$ cat config.mk
export PLATFORM = sky130hd
export DESIGN_NAME = multi_timer_bank_flat
export DESIGN_NICKNAME = d
export VERILOG_FILES = /design/src/sv/mtb_pkg.sv /design/src/sv/mtb_ifs.sv /design/src/sv/mtb_ctrl.sv /design/src/sv/mtb_datapath.sv /design/src/sv/multi_timer_bank.sv /design/src/flat_wrapper.sv
export SDC_FILE = /design/constraint.sdc
export NUM_CORES = 1
export LEC_CHECK = 0
export ABC_AREA = 1
export CORE_ASPECT_RATIO = 1.4
export CORE_UTILIZATION = 50
export DETAILED_ROUTE_END_ITERATION = 8
export DONT_BUFFER_PORTS = 1
export PLACE_DENSITY = 0.63
export REMOVE_ABC_BUFFERS = 1
export SYNTH_ARGS = -nofsm -noshare
export SYNTH_HDL_FRONTEND = slang
export SYNTH_SLANG_ARGS = --single-unit
export TNS_END_PERCENT = 10
$ cat constraint.sdc
create_clock -name clk -period 8.6 [get_ports clk]
set_input_delay 1.72 -clock clk [delete_from_list [all_inputs] [get_ports clk]]
set_output_delay 1.72 -clock clk [all_outputs]
set_load 0.03 [all_outputs]
$ cat src/sv/mtb_pkg.sv
package mtb_pkg;

  localparam int NUM_TIMERS = 4;
  localparam int IDX_W      = 2;
  localparam int WALK_W     = (NUM_TIMERS > 1) ? $clog2(NUM_TIMERS) : 1;
  localparam int TIME_W     = 32;
  localparam int STEP_W     = 16;
  localparam logic [STEP_W-1:0] STEP_RESET = 16'd100;

  localparam logic [1:0] CMD_START = 2'd0;
  localparam logic [1:0] CMD_STOP  = 2'd1;
  localparam logic [1:0] CMD_TICK  = 2'd2;

  localparam logic [1:0] KIND_ACCEPT = 2'd0;
  localparam logic [1:0] KIND_REJECT = 2'd1;
  localparam logic [1:0] KIND_FIRED  = 2'd2;
  localparam logic [1:0] KIND_QUIET  = 2'd3;

  typedef enum logic [1:0] {
    ST_RUNNING = 2'd0,
    ST_PENDING = 2'd1,
    ST_STOPPED = 2'd2
  } status_t;

  typedef struct packed {
    logic              load;
    logic              tick;
    logic              step;
    logic              emit;
    logic [WALK_W-1:0] walk_idx;
  } ctrl_cmd_t;

  typedef struct packed {
    logic can_emit;
    logic fire_now;
    logic none_pending;
  } ctrl_sts_t;

endpackage

$ cat src/sv/mtb_ifs.sv
interface mtb_cmd_if;
  logic                       valid;
  logic                       ready;
  logic [1:0]                 command;
  logic [mtb_pkg::IDX_W-1:0]  timer_index;
  logic                       periodic;
  logic [mtb_pkg::TIME_W-1:0] delay;
  logic [31:0]                user_tag;

  modport source (output valid, command, timer_index, periodic, delay, user_tag,
                  input ready);
  modport sink (input valid, command, timer_index, periodic, delay, user_tag,
                output ready);
endinterface

interface mtb_res_if;
  logic                      valid;
  logic                      ready;
  logic [1:0]                kind;
  logic [mtb_pkg::IDX_W-1:0] fired_index;
  logic [31:0]               fired_tag;
  logic                      last;

  modport source (output valid, kind, fired_index, fired_tag, last, input ready);
  modport sink (input valid, kind, fired_index, fired_tag, last, output ready);
endinterface

$ cat src/sv/mtb_ctrl.sv
module mtb_ctrl (
  input  logic               clk,
  input  logic               rst,
  input  logic               in_valid,
  input  logic               in_is_tick,
  output logic               in_ready,
  input  mtb_pkg::ctrl_sts_t sts,
  output mtb_pkg::ctrl_cmd_t cmd
);
  import mtb_pkg::*;

  typedef enum logic {S_IDLE, S_WALK} state_t;

  state_t            state;
  logic [WALK_W-1:0] walk;
  logic              accept;
  logic              walk_last;
  logic              need_emit;
  logic              advance;

  assign walk_last = (walk == WALK_W'(NUM_TIMERS - 1));
  assign need_emit = sts.fire_now || (walk_last && sts.none_pending);
  assign advance   = (state == S_WALK) && (!need_emit || sts.can_emit);
  assign in_ready  = (state == S_IDLE) && sts.can_emit;
  assign accept    = in_valid && in_ready;

  always_comb begin
    cmd.load     = accept && !in_is_tick;
    cmd.tick     = accept && in_is_tick;
    cmd.step     = advance;
    cmd.emit     = advance && need_emit;
    cmd.walk_idx = walk;
  end

  always_ff @(posedge clk) begin
    if (rst) begin
      state <= S_IDLE;
      walk  <= '0;
    end else begin
      unique case (state)
        S_IDLE: begin
          if (accept && in_is_tick) begin
            state <= S_WALK;
            walk  <= '0;
          end
        end
        S_WALK: begin
          if (advance) begin
            if (walk_last) begin
              state <= S_IDLE;
            end else begin
              walk <= walk + WALK_W'(1);
            end
          end
        end
        default: state <= S_IDLE;
      endcase
    end
  end

endmodule

$ cat src/sv/mtb_datapath.sv
module mtb_datapath (
  input  logic                        clk,
  input  logic                        rst,
  input  logic                        cfg_write,
  input  logic [mtb_pkg::STEP_W-1:0]  cfg_data,
  input  logic [1:0]                  command,
  input  logic [mtb_pkg::IDX_W-1:0]   timer_index,
  input  logic                        periodic,
  input  logic [mtb_pkg::TIME_W-1:0]  delay,
  input  logic [31:0]                 user_tag,
  input  mtb_pkg::ctrl_cmd_t          cmd,
  output mtb_pkg::ctrl_sts_t          sts,
  output logic                        out_valid,
  input  logic                        out_ready,
  output logic [1:0]                  out_kind,
  output logic [mtb_pkg::IDX_W-1:0]   out_index,
  output logic [31:0]                 out_tag,
  output logic                        out_last
);
  import mtb_pkg::*;

  logic [STEP_W-1:0] tick_step;
  logic [TIME_W-1:0] now_time;
  status_t           timer_status  [NUM_TIMERS];
  logic              timer_mode    [NUM_TIMERS];
  logic [TIME_W-1:0] deadline      [NUM_TIMERS];
  logic [TIME_W-1:0] reload_period [NUM_TIMERS];
  logic [31:0]       stored_tag    [NUM_TIMERS];
  logic [NUM_TIMERS-1:0] pend_mask;
  logic [NUM_TIMERS-1:0] snap_mask;

  logic              bad_id;
  logic              start_ok;
  logic              stop_ok;
  logic [WALK_W-1:0] sel;
  logic [WALK_W-1:0] w;
  logic              later_fire;

  assign w        = cmd.walk_idx;
  assign sel      = WALK_W'(timer_index);
  assign bad_id   = (32'(timer_index) >= 32'(NUM_TIMERS));
  assign start_ok = (command == CMD_START) && !bad_id && (delay != '0);
  assign stop_ok  = (command == CMD_STOP) && !bad_id;

  always_comb begin
    for (int j = 0; j < NUM_TIMERS; j++) begin
      snap_mask[j] = (timer_status[j] == ST_PENDING);
    end
  end

  // any fire still to come after the current entry
  always_comb begin
    later_fire = 1'b0;
    for (int j = 0; j < NUM_TIMERS; j++) begin
      if ((32'(j) > 32'(w)) && pend_mask[j]) begin
        later_fire = 1'b1;
      end
    end
  end

  always_comb begin
    sts.can_emit     = !out_valid || out_ready;
    sts.fire_now     = (timer_status[w] == ST_PENDING);
    sts.none_pending = (pend_mask == '0);
  end

  always_ff @(posedge clk) begin
    if (rst) begin
      tick_step <= STEP_RESET;
      now_time  <= '0;
      pend_mask <= '0;
      out_valid <= 1'b0;
      for (int j = 0; j < NUM_TIMERS; j++) begin
        timer_status[j] <= ST_STOPPED;
        timer_mode[j]   <= 1'b0;
        deadline[j]     <= '0;
      end
    end else begin
      if (cfg_write) begin
        tick_step <= cfg_data;
      end
      if (out_valid && out_ready) begin
        out_valid <= 1'b0;
      end
      if (cmd.load) begin
        out_valid <= 1'b1;
        if (start_ok) begin
          deadline[sel]     <= now_time + delay;
          timer_mode[sel]   <= periodic;
          timer_status[sel] <= ST_RUNNING;
        end else if (stop_ok) begin
          timer_status[sel] <= ST_STOPPED;
        end
      end
      if (cmd.tick) begin
        now_time  <= now_time + TIME_W'(tick_step);
        pend_mask <= snap_mask;
      end
      if (cmd.step) begin
        unique case (timer_status[w])
          ST_RUNNING: begin
            if (deadline[w] < now_time) begin
              timer_status[w] <= ST_PENDING;
            end
          end
          ST_PENDING: begin
            if (timer_mode[w]) begin
              deadline[w]     <= now_time + reload_period[w];
              timer_status[w] <= ST_RUNNING;
            end else begin
              timer_status[w] <= ST_STOPPED;
            end
          end
          default: ;
        endcase
      end
      if (cmd.emit) begin
        out_valid <= 1'b1;
      end
    end
  end

  // payload storage, no reset
  always_ff @(posedge clk) begin
    if (cmd.load && start_ok) begin
      reload_period[sel] <= delay;
      stored_tag[sel]    <= user_tag;
    end
    if (cmd.load) begin
      out_kind  <= (start_ok || stop_ok) ? KIND_ACCEPT : KIND_REJECT;
      out_index <= timer_index;
      out_tag   <= '0;
      out_last  <= 1'b1;
    end else if (cmd.emit) begin
      if (sts.fire_now) begin
        out_kind  <= KIND_FIRED;
        out_index <= IDX_W'(w);
        out_tag   <= stored_tag[w];
        out_last  <= !later_fire;
      end else begin
        out_kind  <= KIND_QUIET;
        out_index <= '0;
        out_tag   <= '0;
        out_last  <= 1'b1;
      end
    end
  end

endmodule

$ cat src/sv/multi_timer_bank.sv
// Bank of NUM_TIMERS one-shot or periodic timers driven by command words.
// Start and stop commands (and rejected or unknown ones) give one result
// word. A tick adds tick_step to the wrapping 32-bit time in the cycle it
// is taken and then walks the timer entries one per cycle, holding the
// command side until the walk ends; an entry that must give a result word
// waits while the consumer has not yet taken the previous one. A tick gives
// one word per timer that fires, in index order with last on the final one,
// or a single "tick without firing" word. A timer that crosses its deadline
// on a tick becomes pending and fires on the following tick. The result
// register frees itself as it is taken, so a new command word is taken in
// the same cycle the previous result leaves. Write tick_step only while the
// block is idle.
module multi_timer_bank (
  input  logic                       clk,
  input  logic                       rst,
  input  logic                       cfg_write,
  input  logic [mtb_pkg::STEP_W-1:0] cfg_data,
  mtb_cmd_if.sink                    cmd,
  mtb_res_if.source                  res
);
  import mtb_pkg::*;

  ctrl_cmd_t ctl;
  ctrl_sts_t sts;
  logic      in_is_tick;

  // ticks go to the walk; everything else gives its result word directly
  assign in_is_tick = (cmd.command == CMD_TICK);

  // sequencer: accept words, run the tick walk, hold on a busy result slot
  mtb_ctrl u_ctrl (
    .clk        (clk),
    .rst        (rst),
    .in_valid   (cmd.valid),
    .in_is_tick (in_is_tick),
    .in_ready   (cmd.ready),
    .sts        (sts),
    .cmd        (ctl)
  );

  // timer state, running time and the result register
  mtb_datapath u_dp (
    .clk         (clk),
    .rst         (rst),
    .cfg_write   (cfg_write),
    .cfg_data    (cfg_data),
    .command     (cmd.command),
    .timer_index (cmd.timer_index),
    .periodic    (cmd.periodic),
    .delay       (cmd.delay),
    .user_tag    (cmd.user_tag),
    .cmd         (ctl),
    .sts         (sts),
    .out_valid   (res.valid),
    .out_ready   (res.ready),
    .out_kind    (res.kind),
    .out_index   (res.fired_index),
    .out_tag     (res.fired_tag),
    .out_last    (res.last)
  );

endmodule

$ cat src/flat_wrapper.sv
// flat-port wrapper written by rule: the top's interface ports become plain ports
module multi_timer_bank_flat import mtb_pkg::*;
  (clk, rst, cfg_write, cfg_data, cmd_valid, cmd_command, cmd_timer_index, cmd_periodic, cmd_delay, cmd_user_tag, cmd_ready, res_valid, res_kind, res_fired_index, res_fired_tag, res_last, res_ready);
  mtb_cmd_if cmd_i ();
  mtb_res_if res_i ();
  input  logic clk;
  input  logic rst;
  input  logic cfg_write;
  input  logic [mtb_pkg::STEP_W-1:0] cfg_data;
  input wire logic [$bits(cmd_i.valid)-1:0] cmd_valid;
  input wire logic [$bits(cmd_i.command)-1:0] cmd_command;
  input wire logic [$bits(cmd_i.timer_index)-1:0] cmd_timer_index;
  input wire logic [$bits(cmd_i.periodic)-1:0] cmd_periodic;
  input wire logic [$bits(cmd_i.delay)-1:0] cmd_delay;
  input wire logic [$bits(cmd_i.user_tag)-1:0] cmd_user_tag;
  output wire logic [$bits(cmd_i.ready)-1:0] cmd_ready;
  output wire logic [$bits(res_i.valid)-1:0] res_valid;
  output wire logic [$bits(res_i.kind)-1:0] res_kind;
  output wire logic [$bits(res_i.fired_index)-1:0] res_fired_index;
  output wire logic [$bits(res_i.fired_tag)-1:0] res_fired_tag;
  output wire logic [$bits(res_i.last)-1:0] res_last;
  input wire logic [$bits(res_i.ready)-1:0] res_ready;
  assign cmd_i.valid = cmd_valid;
  assign cmd_i.command = cmd_command;
  assign cmd_i.timer_index = cmd_timer_index;
  assign cmd_i.periodic = cmd_periodic;
  assign cmd_i.delay = cmd_delay;
  assign cmd_i.user_tag = cmd_user_tag;
  assign cmd_ready = cmd_i.ready;
  assign res_valid = res_i.valid;
  assign res_kind = res_i.kind;
  assign res_fired_index = res_i.fired_index;
  assign res_fired_tag = res_i.fired_tag;
  assign res_last = res_i.last;
  assign res_i.ready = res_ready;
  multi_timer_bank u_core (.clk(clk), .rst(rst), .cfg_write(cfg_write), .cfg_data(cfg_data), .cmd(cmd_i), .res(res_i));
endmodule
* Yosys cells after proc, flatten, opt, wreduce, memory -nomap -nowiden *
Memories as Yosys holds them, arrays and structs flattened. A register that Yosys moved wholly into a read port is not among the register bits.
Index checks and enable logic that the tools add are counted.

cells by class
  $add $sub $neg = 4
  order comparisons = 4
  equality and inequality tests = 11
  multiplexer cells = 79
  bitwise operators = 4
  reduce and logical (&&, ||, !) cells = 33

operator list
  operator                                                               count
  32-bit 2-to-1 mux                                                      3
  32-bit adder                                                           2
  32-bit OR reduction                                                    2
  2-bit 2-to-1 mux                                                       28
  1-bit 2-to-1 mux                                                       46
  32-bit by 16-bit adder with 32-bit output                              1
  32-bit less-than comparator                                            1
  32-bit nonzero test                                                    1
  1-bit logical AND                                                      13
  2-bit by 1-bit equality test with 1-bit output, second input constant  6
  2-bit equality test, second input constant                             2
  2-bit > comparator, first input constant                               2
  1-bit zero test                                                        4
  2-bit zero test                                                        2
  4-bit zero test                                                        1
  1-bit logical OR                                                       4
  2-bit by 1-bit != test with 1-bit output, second input constant        2
  2-bit case mux with 2 select lines                                     1
  2-bit OR reduction                                                     2
  1-bit OR                                                               3
  3-bit AND reduction                                                    1
  3-bit nonzero test                                                     1
  2-bit by 1-bit adder with 2-bit output, second input constant          1
  1-bit by 2-bit > comparator with 1-bit output, first input constant    1
  other kinds (5)                                                        5

word-level totals
  register bits = 93
  bits in writable memories = 396
  output and inout bits = 39
  memories kept = 5

memories
  memory                     words  bits a word  rd ports  clocked after Yosys merged registers in  write ports  line                RTL
  u_core.u_dp.deadline       4      32           1         1                                        4            mtb_datapath.sv:26  logic [TIME_W-1:0] deadline [NUM_TIMERS];
  u_core.u_dp.reload_period  4      32           1         1                                        1            mtb_datapath.sv:27  logic [TIME_W-1:0] reload_period [NUM_TIMERS];
  u_core.u_dp.stored_tag     4      32           1         1                                        1            mtb_datapath.sv:28  logic [31:0] stored_tag [NUM_TIMERS];
  u_core.u_dp.timer_status   4      2            5         1                                        4            mtb_datapath.sv:24  status_t timer_status [NUM_TIMERS];
  u_core.u_dp.timer_mode     4      1            1         1                                        4            mtb_datapath.sv:25  logic timer_mode [NUM_TIMERS];

* Depth between registers and ports, before layout *
Gate-level depths: netlist of the first run.

  word-level depth = 13
  depth in mapped cells = 24
  gate-level depth less buffers = 20

* Cells and area by module *
A second synthesis of the first run with hierarchy kept.

second synthesis, totals
  cell total of the unflattened synthesis = 2,465
  area, all modules = 24,529.8 sq um

modules (own cells, without submodules)
  module            times used  cells an instance  area an instance (sq um)  sequential area each (sq um)
  mtb_datapath      1           2,421              24,267.0                  13,733.2
  mtb_ctrl          1           42                 252.7                     60.1
  multi_timer_bank  1           2                  10.0                      0.0

* Least setup slack after synthesis of the first run *
OpenSTA, ideal clock, no wires.

  path kind = input port to flip-flop
  start = input res_ready
  end = memory u_core.u_dp.timer_mode[3], enable pin
  library setup time = 0.313 ns
  data arrival time = 7.622 ns
  required time = 8.287 ns
  path slack = 0.665 ns
  stages on the path = 9
  cell sequence = inv_1 nand2_1 inv_1 nor2_1 nand2_1 nor2_1 nand2_1 nor3_1 or2_2

RTL lines
  what                line                RTL
  start: declaration  flat_wrapper.sv:22  input wire logic [$bits(res_i.ready)-1:0] res_ready;
  end: declaration    mtb_datapath.sv:25

==> results.md, run 1 <==
- Largest net degree at the start of global routing: 100
- Vert. Die Dim: 262.8 µm
- Yosys reg bits: just under 500
- CP Launch Type: input port
- CTS sink count: a little under 500
- Top-level I/O count: about 130
- Residual DRC count: 0
- DRC violation total after the first TritonRoute iteration: around 1200
- Inst Count DP: between 3000 and 4000
- Required time reported for the critical path endpoint: between 8 and 9 ns
- Core utilization of the finished layout: 55.24%
- Layout fillers: between 4000 and 5000
- Least setup slack across all paths after layout: between 2 and 3 ns
- Initial Util: 50.59%
- Initial antenna violation count: 0
- Pre-Repair DR Iteration Count: 5
- Detailed placer's ending HPWL: 47220 µm
- Sequential fraction of design power: ~50%
- Final weighted congestion in routability-driven placement: 0.9932
- Overall via count from detail_route: about 18000
- Hold_buf cts: 0
- Yosys warnings: 0
- Cell count of the worst hold path: 2
- Insertion delay to the later sink of the worst-skew pair: a little under 0.6 ns
- Outcome: finished, final reports clean
- CTS tree: yes
- Syn Std Cell Area: between 20000 and 25000 µm²
- Slew at the pin closest to its max-slew limit: 1.174 ns
- Share of total power in combinational logic: roughly 11%
- Min-Delay Path Class: reg2reg
- Worst setup EP type: register
- Number of distinct standard cells referenced by the synthesized netlist: 51
- Post-Place Setup Slack: roughly 2.1 ns
- Synth-to-Final Area Change: 9.194%
- Post-CTS clock slew at the launch and capture registers of the worst setup and hold paths: about 0.060 ns
- Start-to-end type of the worst setup path: in2reg
- Fraction of the yosys area taken by sequential cells: a little under three fifths
- Share of power burned in the clock network: 39.8%
- Count of pins over their slew limit: 0
- Number of vias per cell: 5.863
- Core area: between 40000 and 50000 µm²
- Maximum resistive drop on vdd: 0.1603 mV
- Sw Pwr: between 1000 and 1500 µW
- Worst Path Max Fanout: 29
- Power density cells: between 200 and 250 nW/µm²
- Cell chosen for the clock root: clkbuf_16
- Final hold violation count: 0
- Design internal power: 4099 µW
- Data arrival time of the critical path: around 6.2 ns
- H-tree level count: 2
- Number of cell rows: 95
- Synthesized netlist cell count: 2479
- Leakage Power: 0.01022 µW
- Number of post-CTS setup repair buffers: 0
- Global-route usage over all layers: a little over a quarter
- Fraction of final layout cells with drive strength greater than 1: approximately 6%
- Max capacitance violation total: 0
- Length in cells of the worst reg-to-reg path: 17
- Total grt overflow: 0
- Detail Route Antenna Nets: 0
- Wirelength per Cell: roughly 22 µm
- Wire length of the first global-routing pass: 103100 µm
- Highest attainable clock frequency: between 0.15 and 0.2 GHz
- Worst relative slew slack: 21.01%
- Average cell area after synthesis: between 9 and 10 µm²
- Bufs on Longest Clock Path: 3
- Total CTS buffers: between 40 and 50
- Die area: 49480 µm²
- Area taken by flip-flops and latches: approximately 14000 µm²
- Count of antenna diodes in the layout: 0
- Vias in the first global route: about 18000
- Number of gates given a new drive strength after cts: 0
- Final wirelength: 67090 µm
- Non-filler instance count after layout: roughly 3100
- Number of nets in the final layout: 2656
- Number of input and output port buffers inserted: 0
- Final setup violation count: 0
- Pwr Total: roughly 5500 µW
- Switching share of total power: about a quarter
- Area occupied by multi-input gates: roughly 9300 µm²
- Crit path time final: a little under 6 ns
- RSZ-0062 raised after global routing: false
- Floorplan die width: about 190 µm
- Share of the clock period used by the worst path: a little under 70%
- Maximum clock skew at final layout: about 0.019 ns
==> cells in the final DEF, fill, tap and decap left out, types with 8 or more instances in the layout <==
cell       netlist  routed
o21ai_0        302     302
o21a_1           9       9
clkbuf_16        0      48
ha_1           112     112
xnor2_1         22      22
o21bai_1        10      10
nor4_1          17      17
inv_2            7       8
a21o_1          15      15
dfxtp_1         91      89
a211oi_1         9       8
nand4_1         20      20
nor3_1          24      20
nand3_1         65      65
xor2_1          22      22
o22ai_1         97      97
nor2_1         383     383
a32o_1          34      34
edfxtp_1       400     400
a31oi_1         14      14
nor2_4          10      10
inv_1          200     199
a21oi_1        154     154
nand2_1        304     302
buf_4            0      25
==> logic make-up after synthesis <==
logic type | after synthesis | share of synthesized area [%]
simple gates | 843 | 14.52
compound gates | 672 | 15.87
flops | 491 | 56.95
buf+inv | 314 | 5.058
fa+ha+maj | 115 | 6.016
xor+xnor | 44 | 1.586
==> layout make-up <==
cell class	instances	area share [%]
Inverter	211	3.014
Clock buffer	61	4.976
Tap cell	630	2.972
Multi-Input combinational cell	1674	34.94
Clock inverter	27	1.222
Sequential cell	491	52.17
Timing Repair Buffer	25	0.7075
==> worst paths after layout <==
check / start / slack (ns) / to
setup reg to reg: register / 3.50 / u_core.u_dp.deadline[2][28]
setup / recovery: cmd_delay[0] / 2.66 / u_core.u_dp.deadline[2][7]
hold / removal: u_core.u_dp.pend_mask[0] / 0.46 / u_core.u_dp.pend_mask[0]
hold reg to reg: u_core.u_dp.pend_mask[0] / 0.46 / u_core.u_dp.pend_mask[0]
==> per-layer routing <==
layer	GRT usage, %	vias to the layer above	wire length, µm
met1	32.49	8898	26900
met3	4.314	128	3517
met2	48.87	509	34390
met4	9.624	0	2282
met5	0	-	0
li1	-	8751	-
==> flip-flops by register name, summed over array words and instances (netlist names), 8 cells and up, named ones only <==
name                       flops
u_core.u_dp.deadline         128
u_core.u_dp.reload_period    128
u_core.u_dp.stored_tag       128
u_core.u_dp.now_time          32
u_core.u_dp.out_tag           32
u_core.u_dp.tick_step         16
u_core.u_dp.timer_status       8
==> cell usage after synthesis, drive strengths merged <==
cell type / number / area (µm²)
a221o: 1 / 10.01
a311oi: 1 / 8.760
o21bai: 10 / 75.07
nand3: 66 / 335.3
nand2: 310 / 1189
a32oi: 1 / 8.760
a221oi: 3 / 26.28
o221a: 1 / 11.26
o221ai: 2 / 17.52
nand3b: 5 / 37.54
buf: 16 / 105.1
clkbuf: 87 / 326.6
and2: 1 / 6.260
dfxtp: 91 / 1822
a32o: 34 / 340.3
a211oi: 9 / 67.56
xnor2: 22 / 192.7
o22ai: 97 / 606.8
nor2: 394 / 1570
o21ai: 308 / 1545
a22oi: 2 / 15.01
a21boi: 6 / 45.04
o211ai: 2 / 15.01
o31ai: 1 / 7.510
inv: 209 / 789.5
o21a: 9 / 67.56
xor2: 22 / 192.7
a21oi: 154 / 770.7
nand4: 20 / 125.1
nor4: 17 / 106.4
clkinv: 2 / 7.510
a21o: 15 / 112.6
a31oi: 14 / 87.58
nor3: 24 / 120.1
or2: 6 / 37.54
edfxtp: 400 / 12010
a31o: 2 / 17.52
ha: 112 / 1401
fa: 3 / 60.06
==> power groups by stage <==
stage / combinational [µW] / clock [µW] / sequential (µW)
after detailed placement: 608 / 0 / 2740
after CTS: 611 / 2220 / 2690
after global placement: 597 / 0 / 2730
after floorplan: 414 / 0 / 2740
after global routing: 681 / 2300 / 2690
final: 612 / 2180 / 2690
==> critical path: stages <==
cell     delay [ns]
nor4_1         0.96
nand4_1        0.16
nor2_1         0.38
nor2_1         0.16
nand3_1        0.10
buf_4          0.31
inv_1          0.36
nand2_1        0.20
nand2_2        0.11
inv_2          0.12
nor2_8         0.05
inv_2          0.57
nand2_1        0.61
buf_4          0.41
==> per-stage QoR <==
step	TNS [ns]	area, µm²	hold slack, ns
2_1_floorplan	-9.563	23860	0.4354
5_1_grt	0	26530	0.4956
3_5_place_dp	0	24880	0.4510
3_3_place_gp	0	24880	0.4523
6_report	0	26530	0.4620
4_1_cts	0	26530	0.4609
(Power assumes the default switching activity.)
==> run 2, diff against run 1 <==
--- a/config.mk
+++ b/config.mk
@@ -5,12 +5,12 @@
 export SDC_FILE = /design/constraint.sdc
 export NUM_CORES = 1
 export LEC_CHECK = 0
-export ABC_AREA = 1
+export ABC_AREA = 0
 export CORE_ASPECT_RATIO = 1.4
 export CORE_UTILIZATION = 50
 export DETAILED_ROUTE_END_ITERATION = 8
 export DONT_BUFFER_PORTS = 1
-export PLACE_DENSITY = 0.63
+export PLACE_DENSITY = 0.66
 export REMOVE_ABC_BUFFERS = 1
 export SYNTH_ARGS = -nofsm -noshare
 export SYNTH_HDL_FRONTEND = slang
==> constraint.sdc (replaced) <==
create_clock -name clk -period 5.15 [get_ports clk]
set_input_delay 1.03 -clock clk [delete_from_list [all_inputs] [get_ports clk]]
set_output_delay 1.03 -clock clk [all_outputs]
set_load 0.03 [all_outputs]
==> run 2 against run 1 <==
Compared with the run above: combinational power shrank 14%; critical endpoint is now u_core.u_dp.timer_status[3][1]; cell count down 20%; cell area fell by 0.61%; worst setup slack got worse by 1.5 ns; clock skew about the same; power rose by 53%; die area fell by 1.4%; clock-buffer cell count increased by 5; critical path depth is 2 lower; first-iteration DRC count shrank 24%.
==> results.md, run 2 <==
- Compound-gate portion of the synthesized area: a little under an eighth
- Leakage Power: 0.009341 µW
- List of most frequent post-synthesis cells: edfxtp_1, nor2_1, a21oi_1
- Worst Path Max Fanout: 24
- Fraction of the yosys area taken by sequential cells: roughly 58%
- Final hold violation count: 0
- Crit path max-delay cell type: mux4_2
- Start-to-end type of the worst setup path: reg2reg
- Synth-to-Final Area Change: 10.10%
- Final wirelength: 57840 µm
- Worst setup EP type: register
- Final weighted congestion in routability-driven placement: approximately 0.94
- Highest attainable clock frequency: around 0.25 GHz
- Vert. Die Dim: approximately 260 µm
- Most common cell type on the critical path: o211ai_1
- RSZ-0062 raised after global routing: false
- Maximum resistive drop on vdd: between 0.3 and 0.4 mV
- Syn Std Cell Area: between 20000 and 25000 µm²
- Pre-Repair DR Iteration Count: 5
- Final instance area: about 26000 µm²
- Post-synthesis xor/xnor area fraction: under 10%
- Area leader, netlist: edfxtp_1
- Floorplan die width: 187.0 µm
- Initial antenna violation count: 0
- CP Launch Type: register
- Crit path time final: around 4.0 ns
- DRC violation total after the first TritonRoute iteration: 928
- Dominant synthesized flop cell: edfxtp_1
- Die area: approximately 49000 µm²
- Initial Util: 50.77%
- Worst relative slew slack: 23.96%
- Largest delay contributor family on the critical path: compound AO/OA/AOI/OAI gates
- Bufs on Longest Clock Path: 3
- Mux share of post-synthesis cell area: between 10% and 20%
- Final setup violation count: 0
- Number of gates given a new drive strength after cts: 0
- Vias in the first global route: approximately 16000
- CTS sink count: between 400 and 500
- Largest net degree at the start of global routing: 67
- Min-Delay Path Class: reg2reg
- Number of vias per cell: just over 6
- Max capacitance violation total: 0
- Detail Route Antenna Nets: 0
- H-tree level count: 2
- Total grt overflow: 0
- Top-area cell type share of the netlist area: 50.16%
- Number of input and output port buffers inserted: 0
- Largest family of logic cells by synthesized area: compound AO/OA/AOI/OAI gates
- Cell chosen for the clock root: clkbuf_16
- Yosys warnings: 0
- Least setup slack across all paths after layout: between 1 and 1.5 ns
- Maximum clock skew at final layout: between 0.015 and 0.02 ns
- Overall via count from detail_route: around 15000
- Chain of cells forming the critical path: buf_12, buf_4, mux4_2, ha_1, a21oi_1, o21ai_0, a221oi_1, o211ai_1, a21oi_4, or2_2, o2111ai_1, o211ai_1
- Total CTS buffers: 48
- CTS tree: yes
- Largest registers in the final layout: u_core.u_dp.deadline x128, u_core.u_dp.reload_period x128, u_core.u_dp.stored_tag x128
- Count of pins over their slew limit: 0
- Top-level I/O count: between 100 and 150
- Arithmetic-cell share of the synthesized area counting full adders, half adders and majority gates: 6.103%
- Detailed placer's ending HPWL: 40170 µm
- Number of cell rows: 94
- Maximum single-stage delay on the critical path: roughly 0.54 ns
- Post-CTS clock slew at the launch and capture registers of the worst setup and hold paths: roughly 0.06 ns
- Cell area after placement: roughly 25000 µm²
- Wire length of the first global-routing pass: 89020 µm
- Number of distinct standard cells referenced by the synthesized netlist: between 80 and 90
- Number of buffers and inverters on the critical path: 2
- Number of post-CTS setup repair buffers: 0
- Number of enable-type register cells in the synthesized netlist: 400
- Number of nets in the final layout: ~2000
- Post-Place Setup Slack: approximately 1.1 ns
- Total Neg Setup Slack: 0 ns
- Share of the clock period used by the worst path: 77.50%
- Outcome: finished, final reports clean
- Insertion delay to the later sink of the worst-skew pair: 0.60 ns
- Wirelength per Cell: ~23 µm
- Average cell area after synthesis: ~13 µm²
- Main area contributors after synthesis: edfxtp_1, mux4_2, dfxtp_1, ha_1, nor2_1
- Simple-gate portion of the synthesized area: 9.102%
- Slew at the pin closest to its max-slew limit: 1.136 ns
- Global-route usage over all layers: 23.92%
- Count of antenna diodes in the layout: 0
- Residual DRC count: 0
- Yosys reg bits: 491
- Core area: 47160 µm²
- Synthesized netlist cell count: ~1800
- Power density cells: between 300 and 400 nW/µm²
- Fraction of final layout cells with drive strength greater than 1: 13.11%
- Most repeated cell in the gate-level netlist after synthesis: edfxtp_1
- Data arrival time of the critical path: ~4.3 ns
- Highest-count cells in the layout ignoring fill and taps: edfxtp_1, nor2_1, a21oi_1
- Most common cell after layout, fill and taps aside: edfxtp_1
- Required time reported for the critical path endpoint: roughly 5.4 ns
- Hold_buf cts: 0
- FFs w/ async S/R, synth: 0%
## run 2: changes by cell type after synthesis, sizes merged, moves of 22 or more
cell,before,now
a21oi,154,116
a22o,0,34
a32o,34,2
clkbuf,87,52
inv,209,83
mux2i,0,22
mux4,0,98
nand2,310,104
nand3,66,32
nor2,394,153
nor2b,0,24
o21ai,308,64
o22ai,97,8
xnor2,22,51
## run 2: layer usage
metal / vias to the layer above / track usage [%] / wire (µm) / part of all wire, %
met2: 404 / 43.57 / 30140 / 52
li1: 7007 / - / - / -
met3: 101 / 3.846 / 2891 / 5.0
met4: 0 / 9.950 / 1989 / 3.4
met5: - / 0 / 0 / 0
met1: 7735 / 28.13 / 22820 / 39
## run 2: logic make-up after synthesis
group           count (synthesis)
buf+inv                       160
compound gates                401
mux                           121
fa+ha+maj                     115
simple gates                  455
flops                         491
xor+xnor                       70
## run 2: path summary, 6_finish.rpt
kind	start	endpoint	cells after the start	slack, ns
setup / recovery	register	u_core.u_dp.timer_status[3][1]	12	1.16
hold reg to reg	u_core.u_dp.pend_mask[0]	u_core.u_dp.pend_mask[0]	2	0.46
setup reg to reg	register	u_core.u_dp.timer_status[3][1]	12	1.16
hold / removal	u_core.u_dp.pend_mask[0]	u_core.u_dp.pend_mask[0]	2	0.46
## run 2: per-stage QoR
step / power [µW] / util, % / std cells / hold slack, ns
2_1_floorplan: 4891 / - / 1736 / 0.4258
3_3_place_gp: 5027 / 52.67 / 2398 / 0.4466
3_5_place_dp: 5038 / 52.67 / 2398 / 0.4497
4_1_cts: 8444 / 55.90 / 2485 / 0.4570
5_1_grt: 8639 / 55.90 / 2485 / 0.4689
6_report: 8369 / 55.90 / 2485 / 0.4594
## run 2: final cells by class
| class | instances | area (µm²) |
|---|---|---|
| clock buffer | 66 | 1319 |
| clock inverter | 21 | 201.4 |
| multi-input combinational | 1162 | 9537 |
| sequential | 491 | 13840 |
| inverter | 83 | 311.5 |
| timing repair buffer | 38 | 372.9 |
| fill | 3807 | 20800 |
| tap | 624 | 780.7 |
## run 2: power by group
part | leakage [µW] | switching [µW] | internal, µW
combinational | 0.00408 | 311 | 217
sequential | 0.00452 | 47.0 | 4380
clock | 0.000739 | 1510 | 1910
total | 0.00934 | 1870 | 6500
## run 2: tightest hold or removal path: cells and delay by family (launching register included)
kind	cells	cell delay [ns]
AND/OR/NAND/NOR	1	0.05
flip-flops	1	0.31
AO/OA/AOI/OAI	1	0.05
